===== src/rtl/ecgbd_pkg.sv =====
// Package with shared constants and types of the ECG beat detector.
`timescale 1ns / 1ps

package ecgbd_pkg;

    // Configuration port.
    localparam int CFG_INDEX_BITS = 3;
    localparam int CFG_DATA_BITS  = 19;

    localparam logic [CFG_INDEX_BITS-1:0] CFG_BASELINE    = 3'd0;
    localparam logic [CFG_INDEX_BITS-1:0] CFG_ALPHA       = 3'd1;
    localparam logic [CFG_INDEX_BITS-1:0] CFG_THRESHOLD   = 3'd2;
    localparam logic [CFG_INDEX_BITS-1:0] CFG_REFRACTORY  = 3'd3;
    localparam logic [CFG_INDEX_BITS-1:0] CFG_SAMPLE_RATE = 3'd4;

    // Register widths and reset values.
    localparam int BASE_BITS   = 10;
    localparam int ALPHA_BITS  = 16;
    localparam int SLOPE_BITS  = 19;
    localparam int OUT16_BITS  = 16;

    localparam logic [BASE_BITS-1:0]  BASE_RESET  = 10'd475;
    localparam logic [ALPHA_BITS-1:0] ALPHA_RESET = 16'd7313;
    localparam logic [SLOPE_BITS-1:0] THR_RESET   = 19'd1200;
    localparam logic [OUT16_BITS-1:0] REFR_RESET  = 16'd100;
    localparam logic [OUT16_BITS-1:0] RATE_RESET  = 16'd500;

    localparam logic [SLOPE_BITS-1:0] SLOPE_MAX = 19'h7FFFF;
    localparam logic [OUT16_BITS-1:0] OUT16_MAX = 16'hFFFF;

    // 60 * sample_rate_hz fits in 22 bits.
    localparam int RATE_NUM_BITS = 22;

    // Status of a serial arithmetic unit.
    typedef struct packed {
        logic busy;
        logic done;
    } t_unit_sts;

endpackage


===== src/rtl/ecgbd_if.sv =====
// Handshake interfaces of the ECG beat detector: sample input, result output, configuration.
`timescale 1ns / 1ps

interface ecgbd_in_if #(
    parameter int SAMPLE_BITS = 10
) ();
    logic                   valid;
    logic                   ready;
    logic [SAMPLE_BITS-1:0] sample;

    modport source (output valid, output sample, input ready);
    modport sink   (input valid, input sample, output ready);
endinterface

interface ecgbd_out_if import ecgbd_pkg::*; ();
    logic                  valid;
    logic                  ready;
    logic [SLOPE_BITS-1:0] slope_magnitude;
    logic                  beat;
    logic [OUT16_BITS-1:0] beat_interval;
    logic [OUT16_BITS-1:0] rate_bpm;

    modport source (output valid, output slope_magnitude, output beat,
                    output beat_interval, output rate_bpm, input ready);
    modport sink   (input valid, input slope_magnitude, input beat,
                    input beat_interval, input rate_bpm, output ready);
endinterface

interface ecgbd_cfg_if import ecgbd_pkg::*; ();
    logic                      valid;
    logic                      ready;
    logic [CFG_INDEX_BITS-1:0] index;
    logic [CFG_DATA_BITS-1:0]  data;

    modport source (output valid, output index, output data, input ready);
    modport sink   (input valid, input index, input data, output ready);
endinterface


===== src/rtl/ecgbd_mul.sv =====
// Serial shift-add multiplier, one multiplier bit per cycle.
`timescale 1ns / 1ps

module ecgbd_mul import ecgbd_pkg::*; #(
    parameter int A_W = 20,
    parameter int B_W = 16
) (
    input  logic               i_clk,
    input  logic               i_rst_n,
    input  logic               i_start,
    input  logic [A_W-1:0]     i_a,
    input  logic [B_W-1:0]     i_b,
    output logic [A_W+B_W-1:0] o_product,
    output t_unit_sts          o_sts
);

    localparam int CNT_W = $clog2(B_W + 1);

    logic [A_W-1:0]     r_a;
    logic [A_W+B_W-1:0] r_prod;
    logic [CNT_W-1:0]   r_cnt;
    logic               r_busy;
    logic               r_done;
    logic [A_W:0]       n_sum;

    // Add the multiplicand to the upper half when the current multiplier bit is set.
    assign n_sum = {1'b0, r_prod[A_W+B_W-1:B_W]} + {1'b0, (r_prod[0] ? r_a : '0)};

    always_ff @(posedge i_clk) begin
        if (!i_rst_n) begin
            r_busy <= 1'b0;
            r_done <= 1'b0;
            r_cnt  <= '0;
        end else begin
            r_done <= 1'b0;
            if (i_start) begin
                r_busy <= 1'b1;
                r_cnt  <= CNT_W'(B_W);
            end else if (r_busy) begin
                r_cnt <= r_cnt - 1'b1;
                if (r_cnt == CNT_W'(1)) begin
                    r_busy <= 1'b0;
                    r_done <= 1'b1;
                end
            end
        end
    end

    always_ff @(posedge i_clk) begin
        if (i_start) begin
            r_a    <= i_a;
            r_prod <= {{A_W{1'b0}}, i_b};
        end else if (r_busy) begin
            r_prod <= {n_sum, r_prod[B_W-1:1]};
        end
    end

    assign o_product = r_prod;
    assign o_sts     = '{busy: r_busy, done: r_done};

endmodule


===== src/rtl/ecgbd_div.sv =====
// Serial restoring divider, one quotient bit per cycle.
`timescale 1ns / 1ps

module ecgbd_div import ecgbd_pkg::*; #(
    parameter int N_W = 22,
    parameter int D_W = 16
) (
    input  logic           i_clk,
    input  logic           i_rst_n,
    input  logic           i_start,
    input  logic [N_W-1:0] i_num,
    input  logic [D_W-1:0] i_den,
    output logic [N_W-1:0] o_quotient,
    output t_unit_sts      o_sts
);

    localparam int CNT_W = $clog2(N_W + 1);

    logic [N_W-1:0]   r_num;
    logic [D_W-1:0]   r_den;
    logic [D_W-1:0]   r_rem;
    logic [CNT_W-1:0] r_cnt;
    logic             r_busy;
    logic             r_done;
    logic [D_W:0]     n_trial;
    logic [D_W:0]     n_diff;
    logic             n_ge;

    // Bring down the next dividend bit and try to subtract the divisor.
    assign n_trial = {r_rem, r_num[N_W-1]};
    assign n_ge    = n_trial >= {1'b0, r_den};
    assign n_diff  = n_trial - {1'b0, r_den};

    always_ff @(posedge i_clk) begin
        if (!i_rst_n) begin
            r_busy <= 1'b0;
            r_done <= 1'b0;
            r_cnt  <= '0;
        end else begin
            r_done <= 1'b0;
            if (i_start) begin
                r_busy <= 1'b1;
                r_cnt  <= CNT_W'(N_W);
            end else if (r_busy) begin
                r_cnt <= r_cnt - 1'b1;
                if (r_cnt == CNT_W'(1)) begin
                    r_busy <= 1'b0;
                    r_done <= 1'b1;
                end
            end
        end
    end

    always_ff @(posedge i_clk) begin
        if (i_start) begin
            r_num <= i_num;
            r_den <= i_den;
            r_rem <= '0;
        end else if (r_busy) begin
            r_rem <= n_ge ? n_diff[D_W-1:0] : n_trial[D_W-1:0];
            r_num <= {r_num[N_W-2:0], n_ge};
        end
    end

    assign o_quotient = r_num;
    assign o_sts      = '{busy: r_busy, done: r_done};

endmodule


===== src/rtl/ecg_beat_detector.sv =====
// Top level of the ECG beat detector: baseline, energy, low-pass, slope, beat and rate logic.
//
//  Channel  Direction  Payload                                        Transfer when
//  i_in     sink       sample                                         valid && ready
//  o_out    source     slope_magnitude, beat, beat_interval, rate_bpm valid && ready
//  i_cfg    sink       index, data                                    valid && ready
//
// After its transfer a sample passes through the squaring, filter, slope and decision
// states, and through the serial rate division when it flags a beat, before its result
// is loaded in the last state; the next sample is taken only once that result has been
// loaded, so the block does not take a new sample before it is through with the last.
// The work is done by the serial squaring multiplier (one bit of the difference per
// cycle), the serial filter multiplier (one bit of alpha per cycle) and the restoring
// divider (one quotient bit per cycle). One sample is worked on at a time.
// Reset is synchronous and active low; it restores the register defaults and clears
// the filter, the sample counter and the held interval and rate.
// A stalled output holds its result; the next sample may be taken meanwhile, and it
// waits in the last state until the output register is free.
`timescale 1ns / 1ps

module ecg_beat_detector import ecgbd_pkg::*; #(
    parameter int SAMPLE_BITS     = 10,
    parameter int COUNT_BITS      = 16,
    parameter int ALPHA_FRAC_BITS = 16
) (
    input  logic         i_clk,
    input  logic         i_rst_n,
    ecgbd_in_if.sink     i_in,
    ecgbd_out_if.source  o_out,
    ecgbd_cfg_if.sink    i_cfg
);

    // Width of the baseline-corrected magnitude, the filter integer part and the
    // whole filter state with its fraction bits.
    localparam int DW  = (SAMPLE_BITS > BASE_BITS) ? SAMPLE_BITS : BASE_BITS;
    localparam int IW  = 2 * DW;
    localparam int F   = ALPHA_FRAC_BITS;
    localparam int YW  = IW + F;
    localparam int AW  = (F > ALPHA_BITS) ? F : ALPHA_BITS;
    localparam int CW  = (COUNT_BITS > OUT16_BITS) ? COUNT_BITS : OUT16_BITS;

    localparam logic [2:0] S_IDLE   = 3'd0;
    localparam logic [2:0] S_SQ     = 3'd1;
    localparam logic [2:0] S_FILT   = 3'd2;
    localparam logic [2:0] S_SLOPE  = 3'd3;
    localparam logic [2:0] S_DECIDE = 3'd4;
    localparam logic [2:0] S_DIV    = 3'd5;
    localparam logic [2:0] S_OUT    = 3'd6;

    // Configuration registers.
    logic [BASE_BITS-1:0]  r_base;
    logic [ALPHA_BITS-1:0] r_alpha;
    logic [SLOPE_BITS-1:0] r_thr;
    logic [OUT16_BITS-1:0] r_refr;
    logic [OUT16_BITS-1:0] r_rate_hz;

    // Control and detector state.
    logic [2:0]            r_state;
    logic [2:0]            n_state;
    logic [YW-1:0]         r_y;
    logic [IW-1:0]         r_old_i;
    logic                  r_up;
    logic [SLOPE_BITS-1:0] r_slope;
    logic [COUNT_BITS-1:0] r_count;
    logic [OUT16_BITS-1:0] r_held_iv;
    logic [OUT16_BITS-1:0] r_held_rate;
    logic                  r_beat;

    // Output register.
    logic                  r_out_valid;
    logic [SLOPE_BITS-1:0] r_o_slope;
    logic                  r_o_beat;
    logic [OUT16_BITS-1:0] r_o_iv;
    logic [OUT16_BITS-1:0] r_o_rate;

    // Arithmetic signals.
    logic [DW-1:0]            s_ext;
    logic [DW-1:0]            b_ext;
    logic [DW-1:0]            diff_abs;
    logic [AW-1:0]            alpha_ext;
    logic [F-1:0]             alpha_f;
    logic [YW-1:0]            energy;
    logic                     energy_ge;
    logic [YW-1:0]            mag;
    logic [YW-1:0]            step;
    logic [YW-1:0]            new_y;
    logic [IW-1:0]            slope_full;
    logic [CW-1:0]            count_ext;
    logic                     beat_now;
    logic [RATE_NUM_BITS-1:0] rate_num;

    logic                     in_xfer;
    logic                     out_load;
    logic                     sq_start;
    logic                     filt_start;
    logic                     div_start;
    logic [IW-1:0]            sq_prod;
    logic [YW+F-1:0]          filt_prod;
    logic [RATE_NUM_BITS-1:0] div_q;
    t_unit_sts                sq_sts;
    t_unit_sts                filt_sts;
    t_unit_sts                div_sts;

    // Configuration writes are always taken; an unknown index is dropped.
    assign i_cfg.ready = 1'b1;

    always_ff @(posedge i_clk) begin
        if (!i_rst_n) begin
            r_base    <= BASE_RESET;
            r_alpha   <= ALPHA_RESET;
            r_thr     <= THR_RESET;
            r_refr    <= REFR_RESET;
            r_rate_hz <= RATE_RESET;
        end else if (i_cfg.valid) begin
            case (i_cfg.index)
                CFG_BASELINE:    r_base    <= i_cfg.data[BASE_BITS-1:0];
                CFG_ALPHA:       r_alpha   <= i_cfg.data[ALPHA_BITS-1:0];
                CFG_THRESHOLD:   r_thr     <= i_cfg.data[SLOPE_BITS-1:0];
                CFG_REFRACTORY:  r_refr    <= i_cfg.data[OUT16_BITS-1:0];
                CFG_SAMPLE_RATE: r_rate_hz <= i_cfg.data[OUT16_BITS-1:0];
                default: ;
            endcase
        end
    end

    // A sample is taken only when no other sample is in flight.
    assign i_in.ready = (r_state == S_IDLE);
    assign in_xfer    = i_in.valid && i_in.ready;

    // Baseline removal: the magnitude of the difference is all that the square needs.
    assign s_ext    = DW'(i_in.sample);
    assign b_ext    = DW'(r_base);
    assign diff_abs = (s_ext >= b_ext) ? (s_ext - b_ext) : (b_ext - s_ext);

    assign sq_start = in_xfer;

    ecgbd_mul #(
        .A_W (DW),
        .B_W (DW)
    ) u_sq_mul (
        .i_clk     (i_clk),
        .i_rst_n   (i_rst_n),
        .i_start   (sq_start),
        .i_a       (diff_abs),
        .i_b       (diff_abs),
        .o_product (sq_prod),
        .o_sts     (sq_sts)
    );

    // The energy takes the filter's fixed-point format. The filter step is taken on
    // the magnitude of the error, and its direction is kept aside.
    assign alpha_ext = AW'(r_alpha);
    assign alpha_f   = alpha_ext[F-1:0];
    assign energy    = {sq_prod, {F{1'b0}}};
    assign energy_ge = energy >= r_y;
    assign mag       = energy_ge ? (energy - r_y) : (r_y - energy);

    assign filt_start = (r_state == S_SQ) && sq_sts.done;

    ecgbd_mul #(
        .A_W (YW),
        .B_W (F)
    ) u_filt_mul (
        .i_clk     (i_clk),
        .i_rst_n   (i_rst_n),
        .i_start   (filt_start),
        .i_a       (mag),
        .i_b       (alpha_f),
        .o_product (filt_prod),
        .o_sts     (filt_sts)
    );

    // Dropping the low fraction bits of the product floors the step.
    assign step  = filt_prod[YW+F-1:F];
    assign new_y = r_up ? (r_y + step) : (r_y - step);

    assign slope_full = (r_y[YW-1:F] >= r_old_i) ? (r_y[YW-1:F] - r_old_i)
                                                 : (r_old_i - r_y[YW-1:F]);

    // Beat decision on the already incremented counter.
    assign count_ext = CW'(r_count);
    assign beat_now  = (count_ext >= CW'(r_refr)) && (r_slope > r_thr);

    // 60 * rate = 64 * rate - 4 * rate.
    assign rate_num  = ({r_rate_hz, 6'd0} - {4'd0, r_rate_hz, 2'd0});
    assign div_start = (r_state == S_DECIDE) && beat_now;

    ecgbd_div #(
        .N_W (RATE_NUM_BITS),
        .D_W (COUNT_BITS)
    ) u_rate_div (
        .i_clk      (i_clk),
        .i_rst_n    (i_rst_n),
        .i_start    (div_start),
        .i_num      (rate_num),
        .i_den      (r_count),
        .o_quotient (div_q),
        .o_sts      (div_sts)
    );

    assign out_load = (r_state == S_OUT) && (!r_out_valid || o_out.ready);

    always_comb begin
        n_state = r_state;
        case (r_state)
            S_IDLE:   if (in_xfer) n_state = S_SQ;
            S_SQ:     if (sq_sts.done) n_state = S_FILT;
            S_FILT:   if (filt_sts.done) n_state = S_SLOPE;
            S_SLOPE:  n_state = S_DECIDE;
            S_DECIDE: n_state = beat_now ? S_DIV : S_OUT;
            S_DIV:    if (div_sts.done) n_state = S_OUT;
            S_OUT:    if (out_load) n_state = S_IDLE;
            default:  n_state = S_IDLE;
        endcase
    end

    always_ff @(posedge i_clk) begin
        if (!i_rst_n) begin
            r_state     <= S_IDLE;
            r_y         <= '0;
            r_count     <= '0;
            r_held_iv   <= '0;
            r_held_rate <= '0;
            r_beat      <= 1'b0;
            r_out_valid <= 1'b0;
        end else begin
            r_state <= n_state;

            if (filt_start) begin
                r_up <= energy_ge;
            end

            // Filter update; the old integer part is kept for the slope.
            if ((r_state == S_FILT) && filt_sts.done) begin
                r_y     <= new_y;
                r_old_i <= r_y[YW-1:F];
            end

            // Saturating sample counter and saturated slope.
            if (r_state == S_SLOPE) begin
                if (r_count != {COUNT_BITS{1'b1}}) begin
                    r_count <= r_count + 1'b1;
                end
                if (slope_full > IW'(SLOPE_MAX)) begin
                    r_slope <= SLOPE_MAX;
                end else begin
                    r_slope <= slope_full[SLOPE_BITS-1:0];
                end
            end

            // A beat latches the interval, restarts the counter and starts the divider.
            if (r_state == S_DECIDE) begin
                r_beat <= beat_now;
                if (beat_now) begin
                    if (count_ext > CW'(OUT16_MAX)) begin
                        r_held_iv <= OUT16_MAX;
                    end else begin
                        r_held_iv <= count_ext[OUT16_BITS-1:0];
                    end
                    r_count <= '0;
                end
            end

            if ((r_state == S_DIV) && div_sts.done) begin
                if (div_q > RATE_NUM_BITS'(OUT16_MAX)) begin
                    r_held_rate <= OUT16_MAX;
                end else begin
                    r_held_rate <= div_q[OUT16_BITS-1:0];
                end
            end

            // The output register is refilled from the last state, or frees on a transfer.
            if (out_load) begin
                r_out_valid <= 1'b1;
            end else if (o_out.valid && o_out.ready) begin
                r_out_valid <= 1'b0;
            end
        end
    end

    always_ff @(posedge i_clk) begin
        if (out_load) begin
            r_o_slope <= r_slope;
            r_o_beat  <= r_beat;
            r_o_iv    <= r_held_iv;
            r_o_rate  <= r_held_rate;
        end
    end

    assign o_out.valid           = r_out_valid;
    assign o_out.slope_magnitude = r_o_slope;
    assign o_out.beat            = r_o_beat;
    assign o_out.beat_interval   = r_o_iv;
    assign o_out.rate_bpm        = r_o_rate;

    // No arithmetic unit may still be running while a new sample can be taken.
    a_units_quiet_in_idle: assert property (@(posedge i_clk) disable iff (!i_rst_n)
        (r_state == S_IDLE) |-> (!sq_sts.busy && !filt_sts.busy && !div_sts.busy))
        else $error("arithmetic unit busy while idle");

    // The rate division never starts on a zero interval.
    a_div_nonzero: assert property (@(posedge i_clk) disable iff (!i_rst_n)
        div_start |-> (r_count != '0))
        else $error("rate division started with zero interval");

    // After a beat the sample counter restarts from zero.
    a_count_restart: assert property (@(posedge i_clk) disable iff (!i_rst_n)
        ((r_state == S_DECIDE) && beat_now) |=> (r_count == '0))
        else $error("sample counter not cleared on beat");

    // A reported beat always carries a nonzero interval.
    a_beat_interval: assert property (@(posedge i_clk) disable iff (!i_rst_n)
        (o_out.valid && o_out.beat) |-> (o_out.beat_interval != '0))
        else $error("beat reported with zero interval");

endmodule


===== src/flat_wrapper.sv =====
// flat-port wrapper written by rule: the top's interface ports become plain ports
module ecg_beat_detector_flat import ecgbd_pkg::*;
#(
    parameter int SAMPLE_BITS     = 10,
    parameter int COUNT_BITS      = 16,
    parameter int ALPHA_FRAC_BITS = 16
)
  (i_clk, i_rst_n, i_in_valid, i_in_sample, i_in_ready, o_out_valid, o_out_slope_magnitude, o_out_beat, o_out_beat_interval, o_out_rate_bpm, o_out_ready, i_cfg_valid, i_cfg_index, i_cfg_data, i_cfg_ready);
  ecgbd_in_if #(.SAMPLE_BITS(SAMPLE_BITS)) i_in_i ();
  ecgbd_out_if o_out_i ();
  ecgbd_cfg_if i_cfg_i ();
  input  logic i_clk;
  input  logic i_rst_n;
  input wire logic [$bits(i_in_i.valid)-1:0] i_in_valid;
  input wire logic [$bits(i_in_i.sample)-1:0] i_in_sample;
  output wire logic [$bits(i_in_i.ready)-1:0] i_in_ready;
  output wire logic [$bits(o_out_i.valid)-1:0] o_out_valid;
  output wire logic [$bits(o_out_i.slope_magnitude)-1:0] o_out_slope_magnitude;
  output wire logic [$bits(o_out_i.beat)-1:0] o_out_beat;
  output wire logic [$bits(o_out_i.beat_interval)-1:0] o_out_beat_interval;
  output wire logic [$bits(o_out_i.rate_bpm)-1:0] o_out_rate_bpm;
  input wire logic [$bits(o_out_i.ready)-1:0] o_out_ready;
  input wire logic [$bits(i_cfg_i.valid)-1:0] i_cfg_valid;
  input wire logic [$bits(i_cfg_i.index)-1:0] i_cfg_index;
  input wire logic [$bits(i_cfg_i.data)-1:0] i_cfg_data;
  output wire logic [$bits(i_cfg_i.ready)-1:0] i_cfg_ready;
  assign i_in_i.valid = i_in_valid;
  assign i_in_i.sample = i_in_sample;
  assign i_in_ready = i_in_i.ready;
  assign o_out_valid = o_out_i.valid;
  assign o_out_slope_magnitude = o_out_i.slope_magnitude;
  assign o_out_beat = o_out_i.beat;
  assign o_out_beat_interval = o_out_i.beat_interval;
  assign o_out_rate_bpm = o_out_i.rate_bpm;
  assign o_out_i.ready = o_out_ready;
  assign i_cfg_i.valid = i_cfg_valid;
  assign i_cfg_i.index = i_cfg_index;
  assign i_cfg_i.data = i_cfg_data;
  assign i_cfg_ready = i_cfg_i.ready;
  ecg_beat_detector #(.SAMPLE_BITS(SAMPLE_BITS), .COUNT_BITS(COUNT_BITS), .ALPHA_FRAC_BITS(ALPHA_FRAC_BITS)) u_core (.i_clk(i_clk), .i_rst_n(i_rst_n), .i_in(i_in_i), .o_out(o_out_i), .i_cfg(i_cfg_i));
endmodule

===== config.mk =====
export PLATFORM = sky130hd
export DESIGN_NAME = ecg_beat_detector_flat
export DESIGN_NICKNAME = d
export VERILOG_FILES = /design/src/rtl/ecgbd_pkg.sv /design/src/rtl/ecgbd_if.sv /design/src/rtl/ecgbd_mul.sv /design/src/rtl/ecgbd_div.sv /design/src/rtl/ecg_beat_detector.sv /design/src/flat_wrapper.sv
export SDC_FILE = /design/constraint.sdc
export NUM_CORES = 1
export LEC_CHECK = 0
export BUFFER_PORTS_ARGS = -buffer_cell sky130_fd_sc_hd__buf_2
export CAP_MARGIN = 10
export CORE_UTILIZATION = 39
export CTS_BUF_LIST = sky130_fd_sc_hd__clkbuf_8
export DETAILED_ROUTE_END_ITERATION = 10
export PLACE_DENSITY_LB_ADDON = 0.1
export SLEW_MARGIN = 10
export SYNTH_ARGS = -nofsm -noshare
export SYNTH_HDL_FRONTEND = slang
export SYNTH_SLANG_ARGS = --single-unit

===== constraint.sdc =====
create_clock -name i_clk -period 5.2 [get_ports i_clk]
set_input_delay 0.78 -clock i_clk [delete_from_list [all_inputs] [get_ports i_clk]]
set_output_delay 0.78 -clock i_clk [all_outputs]
set_load 0.01 [all_outputs]

**Word level (Yosys, flattened, before mapping)**

Index checks and enable logic that the tools add are counted.

- Bitwise operators: 4
- Reduce and logical (&&, ||, !) cells: 32
- Muxes and demuxes: 46
- Equality and inequality tests: 19
- $add $sub $neg: 16
- Order comparisons: 9

Operator list:

| kind | number |
|---|---|
| 2-to-1 mux 16 bit | 9 |
| 2-to-1 mux 36 bit | 3 |
| subtractor 36 bit | 3 |
| 2-to-1 mux 22 bit | 2 |
| 2-to-1 mux 10 bit | 4 |
| subtractor 20 bit | 2 |
| adder 36 x 36 -> 37 bit | 1 |
| adder 36 bit | 1 |
| >= comparator 36 bit | 1 |
| greater-than comparator 22 x 16 -> 1 bit (second input constant) | 1 |
| subtractor 22 x 18 -> 22 bit | 1 |
| case mux 3 bit (7 select lines) | 1 |
| >= comparator 20 bit | 1 |
| greater-than comparator 20 x 19 -> 1 bit (second input constant) | 1 |
| 2-to-1 mux 20 bit | 1 |
| 2-to-1 mux 5 bit | 4 |
| subtractor 10 bit | 2 |
| greater-than comparator 19 bit | 1 |
| AND reduction 2 bit | 9 |
| >= comparator 17 x 16 -> 1 bit | 1 |
| adder 16 x 1 -> 16 bit (second input constant) | 1 |
| >= comparator 16 bit | 1 |
| greater-than comparator 16 bit (second input constant) | 1 |
| != test 16 bit (second input constant) | 1 |
| 25 further kinds | 73 |

- Register bits after elaboration: 450
- Output and inout bits: 55

**Longest topological paths before layout**

- Word-level depth: 5
- Gate-level depth with buffers: 17
- Gate-level depth less buffers: 17

**Modules after synthesis**

A second synthesis with hierarchy kept.

- Cell total of the unflattened synthesis: 3272
- Area, all modules: 29264.3 µm²

By module, submodules not included:

| module | seq. area each (µm²) | instances | cells each | area an instance (µm²) |
|---|---|---|---|---|
| ecg_beat_detector | 6085.8 | 1 | 2233 | 18452.7 |
| ecgbd_mul (u_core.u_filt_mul) | 2422.3 | 1 | 550 | 5510.3 |
| ecgbd_div | 1601.5 | 1 | 312 | 3372.0 |
| ecgbd_mul (u_core.u_sq_mul) | 920.9 | 1 | 177 | 1929.4 |

**Least setup slack after synthesis**

OpenSTA, ideal clock, no wires.

- Path kind: flip-flop to flip-flop
- From: register u_core.u_filt_mul.r_prod[17] (netlist: u_core.u_filt_mul.o_product[17])
- To: register u_core.r_y[35]
- Clock period less this slack: 4075 ps
- Setup slack: 1125 ps
- Required time: 5121 ps
- Arrival time: 3996 ps
- Cell stages (with the launch flop): 17
- Path through: dfxtp_1 -> inv_1 -> ha_1 -> nand3_1 -> or4_1 -> and2_1 -> xor2_1 -> ha_1 -> nand3_1 -> nor4_1 -> o311ai_0 -> a2111oi_0 -> nor2_1 -> o31ai_1 -> a31oi_1 -> mux4_2 -> o211ai_1

- Cells in the longest elaborated chain, start to end: 2
- Elaborated cells on any way between the ends: 3

RTL lines:

| what | RTL line | source |
|---|---|---|
| from (decl) | ecgbd_mul.sv:20 | `logic [A_W+B_W-1:0] r_prod;` |
| from (signal assigned) | ecgbd_mul.sv:52 | `r_prod <= {{A_W{1'b0}}, i_b};` |
| from (signal assigned) | ecgbd_mul.sv:54 | `r_prod <= {n_sum, r_prod[B_W-1:1]};` |
| subtractor 36 bit / adder 36 bit (equally long branches) | ecg_beat_detector.sv:175 | `assign new_y = r_up ? (r_y + step) : (r_y - step);` |
| 2-to-1 mux 36 bit * | ecg_beat_detector.sv:175 |  |
| to (signal assigned) | ecg_beat_detector.sv:235 | `r_y <= new_y;` |
| to (decl) | ecg_beat_detector.sv:60 | `logic [YW-1:0] r_y;` |

Every way passes the cells marked *; elsewhere a longest branch is shown, timed or not.
A chain may end at the register's enable or synchronous reset.

**Final worst setup path**

Ends and elaborated chain as after synthesis.

==> metrics.md <==
| Metric | Value |
|---|---|
| Routed vias/inst | `5.42` |
| Post-Synth Adder-Cell Area | `11.6%` |
| Worst path buffer plus inverter count | `1` |
| CP Max Fanout | `6` |
| Crit end category | `register` |
| Synthesized flop and latch total | `450` |
| Synth Cell Area | `28500 µm²` |
| Clk buf depth | `3` |
| Fraction of layout cells with a size suffix above 1 | `9.18%` |
| Slew @ Worst Pin | `1.00 ns` |
| Final instance area | `31800 µm²` |
| Fillers | `7218` |
| Core area | `71900 µm²` |
| Met2 GRT Util | `36.6%` |
| Final net count | `3643` |
| Port Buffer Count | `90` |
| Crit path DAT | `5.38 ns` |
| Top Ports | `92` |
| Busiest grt layer | `met2` |
| Hold Vio Cnt, Final | `0` |
| Area of the multi-input gates | `16100 µm²` |
| Post-synthesis mux area share | `3.45%` |
| Primary FF master, synth | `dfxtp_1` |
| Commonest non-fill, non-tap cells in the layout | `nand2_1, a21oi_1, inv_1` |
| Clk_lat worst skew | `0.69 ns` |
| GP Congestion | `0.898` |
| Vias in the first global route | `23100` |
| Resized cells post-CTS | `0` |
| RSZ-0062 raised after global routing | `false` |
| Synth Net Count | `3551` |
| CTS buffer count | `86` |
| Largest family of logic cells by synthesized area | `compound AO/OA/AOI/OAI gates` |
| Critical path launch point type | `register` |
| F_max | `0.208 GHz` |
| Setup Fix Bufs, Post-CTS | `0` |
| Die width | `272 µm` |
| Clock-pin slew of the registers on the worst-case setup and hold paths | `0.06 ns` |
| Mean post-synth cell area | `8.76 µm²` |
| Sequential area share after synthesis | `38.7%` |
| Residual DRC | `0` |
| Max cap viols | `0` |
| Fin crit share | `92.3%` |
| Crit Path Class | `register to register` |
| Worst EP required | `5.78 ns` |
| Routed len/inst | `19.2 µm` |
| Yosys cell types | `89` |
| Simple-gate share of the synthesized area | `17.7%` |
| Final Slew Violations | `0` |
| Status | `completed` |
| Ys async rst share | `0%` |
| Antenna Nets Post-Route | `0` |
| Final Setup Violations | `0` |
| FP Rows | `98` |
| Skew final | `0.0456 ns` |
| Synth-to-layout area growth | `11.5%` |
| Post-layout min period | `4.80 ns` |
| Cell family with most CP delay | `simple AND/OR/NAND/NOR gates` |
| Ys Warns | `0` |
| Post-synth EDFFs | `202` |
| First-pass GRT wire length | `131000 µm` |
| Met3 global-route usage | `2.64%` |
| TritonCTS clock tree | `done` |
| Die ar. | `74200 µm²` |
| Placed instance area | `30000 µm²` |
| Met1 usage | `31.1%` |
| WL final | `84100 µm` |
| Tot GR Track Use | `22.4%` |
| Grt ovf | `0` |
| XOR/XNOR share of the synthesized area | `5.81%` |
| Antenna violations before repair | `1` |
| Reg area | `11000 µm²` |
| Chip height | `272 µm` |
| Worst Hold Class | `input port to register` |
| Post-route setup TNS | `0 ns` |
| Root Buffer | `clkbuf_8` |
| TritonRoute pass-1 iters | `5` |
| Hold buffer count at CTS | `0` |
| H-tree Lvls | `3` |
| Slew HR | `32.8%` |
| Pwr/cell area | `348 nW/µm²` |
| Post-synthesis compound-gate area fraction | `17.7%` |
| Max stage delay on crit path | `0.51 ns` |
| Largest net degree at the start of global routing | `117` |
| Crit-path slowest cell | `or4_1` |
| Most common cell after layout, fill and taps aside | `nand2_1` |
| Post-DP HPWL | `63300 µm` |
| Crit-path cells | `inv_1 > ha_1 > nand3_1 > or4_1 > and2_1 > xor2_1 > ha_1 > nand3_1 > nor4_1 > o311ai_0 > a2111oi_0 > nor2_1 > o31ai_1 > a31oi_1 > mux4_2 > o211ai_1` |
| Lkg Pwr | `13.6 nW` |
| DR vias | `23700` |
| Sink Count | `450` |
| Initial Util | `39.7%` |
| Drt first-iter violations | `1397` |
| Synth Instances | `3254` |
| Worst VDD drop | `202 µV` |
## synthesized netlist by cell type (40+ instances only)
cell type  count  area share [%]
and2_1        62             1.4
nor3_1        88             1.5
nand3_1       66             1.2
clkbuf_1      93             1.2
edfxtp_1     202              21
nor2_1       227             3.0
o21ai_0      157             2.8
mux2i_1       79             2.8
a31oi_1       40            0.88
a21o_1        82             2.2
dfxtp_1      248              17
xnor2_1      104             3.2
xor2_1        85             2.6
inv_1        241             3.2
a21oi_1      291             5.1
nand2_1      428             5.6
ha_1         251              11
o211ai_1      41             1.1
## registers in the layout, indices dropped and copies added (netlist names), 16 cells and up
signal / count
u_core.r_held_rate: 16
u_core.o_out.slope_magnitude: 19
u_core.o_out.rate_bpm: 16
u_core.r_old_i: 20
u_core.u_rate_div.o_quotient: 22
u_core.r_rate_hz: 16
u_core.count_ext: 16
u_core.u_filt_mul.o_product: 52
u_core.u_sq_mul.o_product: 20
u_core.u_rate_div.r_rem: 16
u_core.u_rate_div.r_den: 16
u_core.alpha_ext: 16
u_core.r_y: 36
u_core.r_slope: 19
u_core.u_filt_mul.r_a: 36
u_core.r_thr: 19
u_core.o_out.beat_interval: 16
u_core.r_refr: 16
u_core.r_held_iv: 16
## tightest hold or removal path, cell delays in order
cell     delay [ns]
buf_2          0.09
nand2_1        0.04
a21oi_1        0.05
## report_power, final
group | internal [mW] | switching, mW
Combinational | 1.24 | 1.88
Sequential | 3.98 | 0.287
Clock | 2.03 | 1.64
Total | 7.25 | 3.81
## per-layer routing
metal | part of all wire [%] | up-vias
met2 | 46 | 595
li1 | - | 11700
met1 | 48 | 11300
met5 | 0 | -
met3 | 4.7 | 120
met4 | 2.2 | 0
## layout make-up
| class | instances | share of cell area [%] |
|---|---|---|
| Multi-Input combinational cell | 2433 | 50.5 |
| Sequential cell | 450 | 34.7 |
| Clock buffer | 101 | 4.37 |
| Tap cell | 950 | 3.74 |
| Inverter | 245 | 2.90 |
| Timing Repair Buffer | 130 | 2.44 |
| Clock inverter | 60 | 1.30 |
| Antenna cell | 3 | 0.0236 |
## through the flow
step	instances	hold slack, ns	setup slack, ns	utilization [%]	power, mW
after global placement	4208	0.410	0.527	41.7	7.41
after detailed placement	4208	0.413	0.434	41.7	7.44
after floorplan	3254	0.402	1.12	-	6.58
after CTS	4369	0.290	0.371	44.2	11.2
final	4372	0.345	0.400	44.2	11.1
after global routing	4371	0.342	0.0554	44.2	11.7
## worst paths after layout
kind / start / cells past startpoint / slack (ns) / to
hold / removal: i_cfg_data[18] / 3 / 0.34 / u_core.r_thr[18]
hold reg to reg: u_core.r_held_rate[15] / 0 / 0.43 / u_core.o_out.rate_bpm[15]
setup reg to reg: u_core.u_filt_mul.o_product[17] / 16 / 0.40 / u_core.r_y[35]
setup / recovery: u_core.u_filt_mul.o_product[17] / 16 / 0.40 / u_core.r_y[35]
## cells by family after synthesis
| kind of cell | count (synthesis) |
|---|---|
| AO/OA/AOI/OAI | 808 |
| adder cells (fa/ha/maj) | 260 |
| flip-flops | 450 |
| XOR/XNOR | 189 |
| other | 1 |
| buffers and inverters | 371 |
| multiplexers | 95 |
| AND/OR/NAND/NOR | 1080 |
Power figures use the tool's default switching activity.
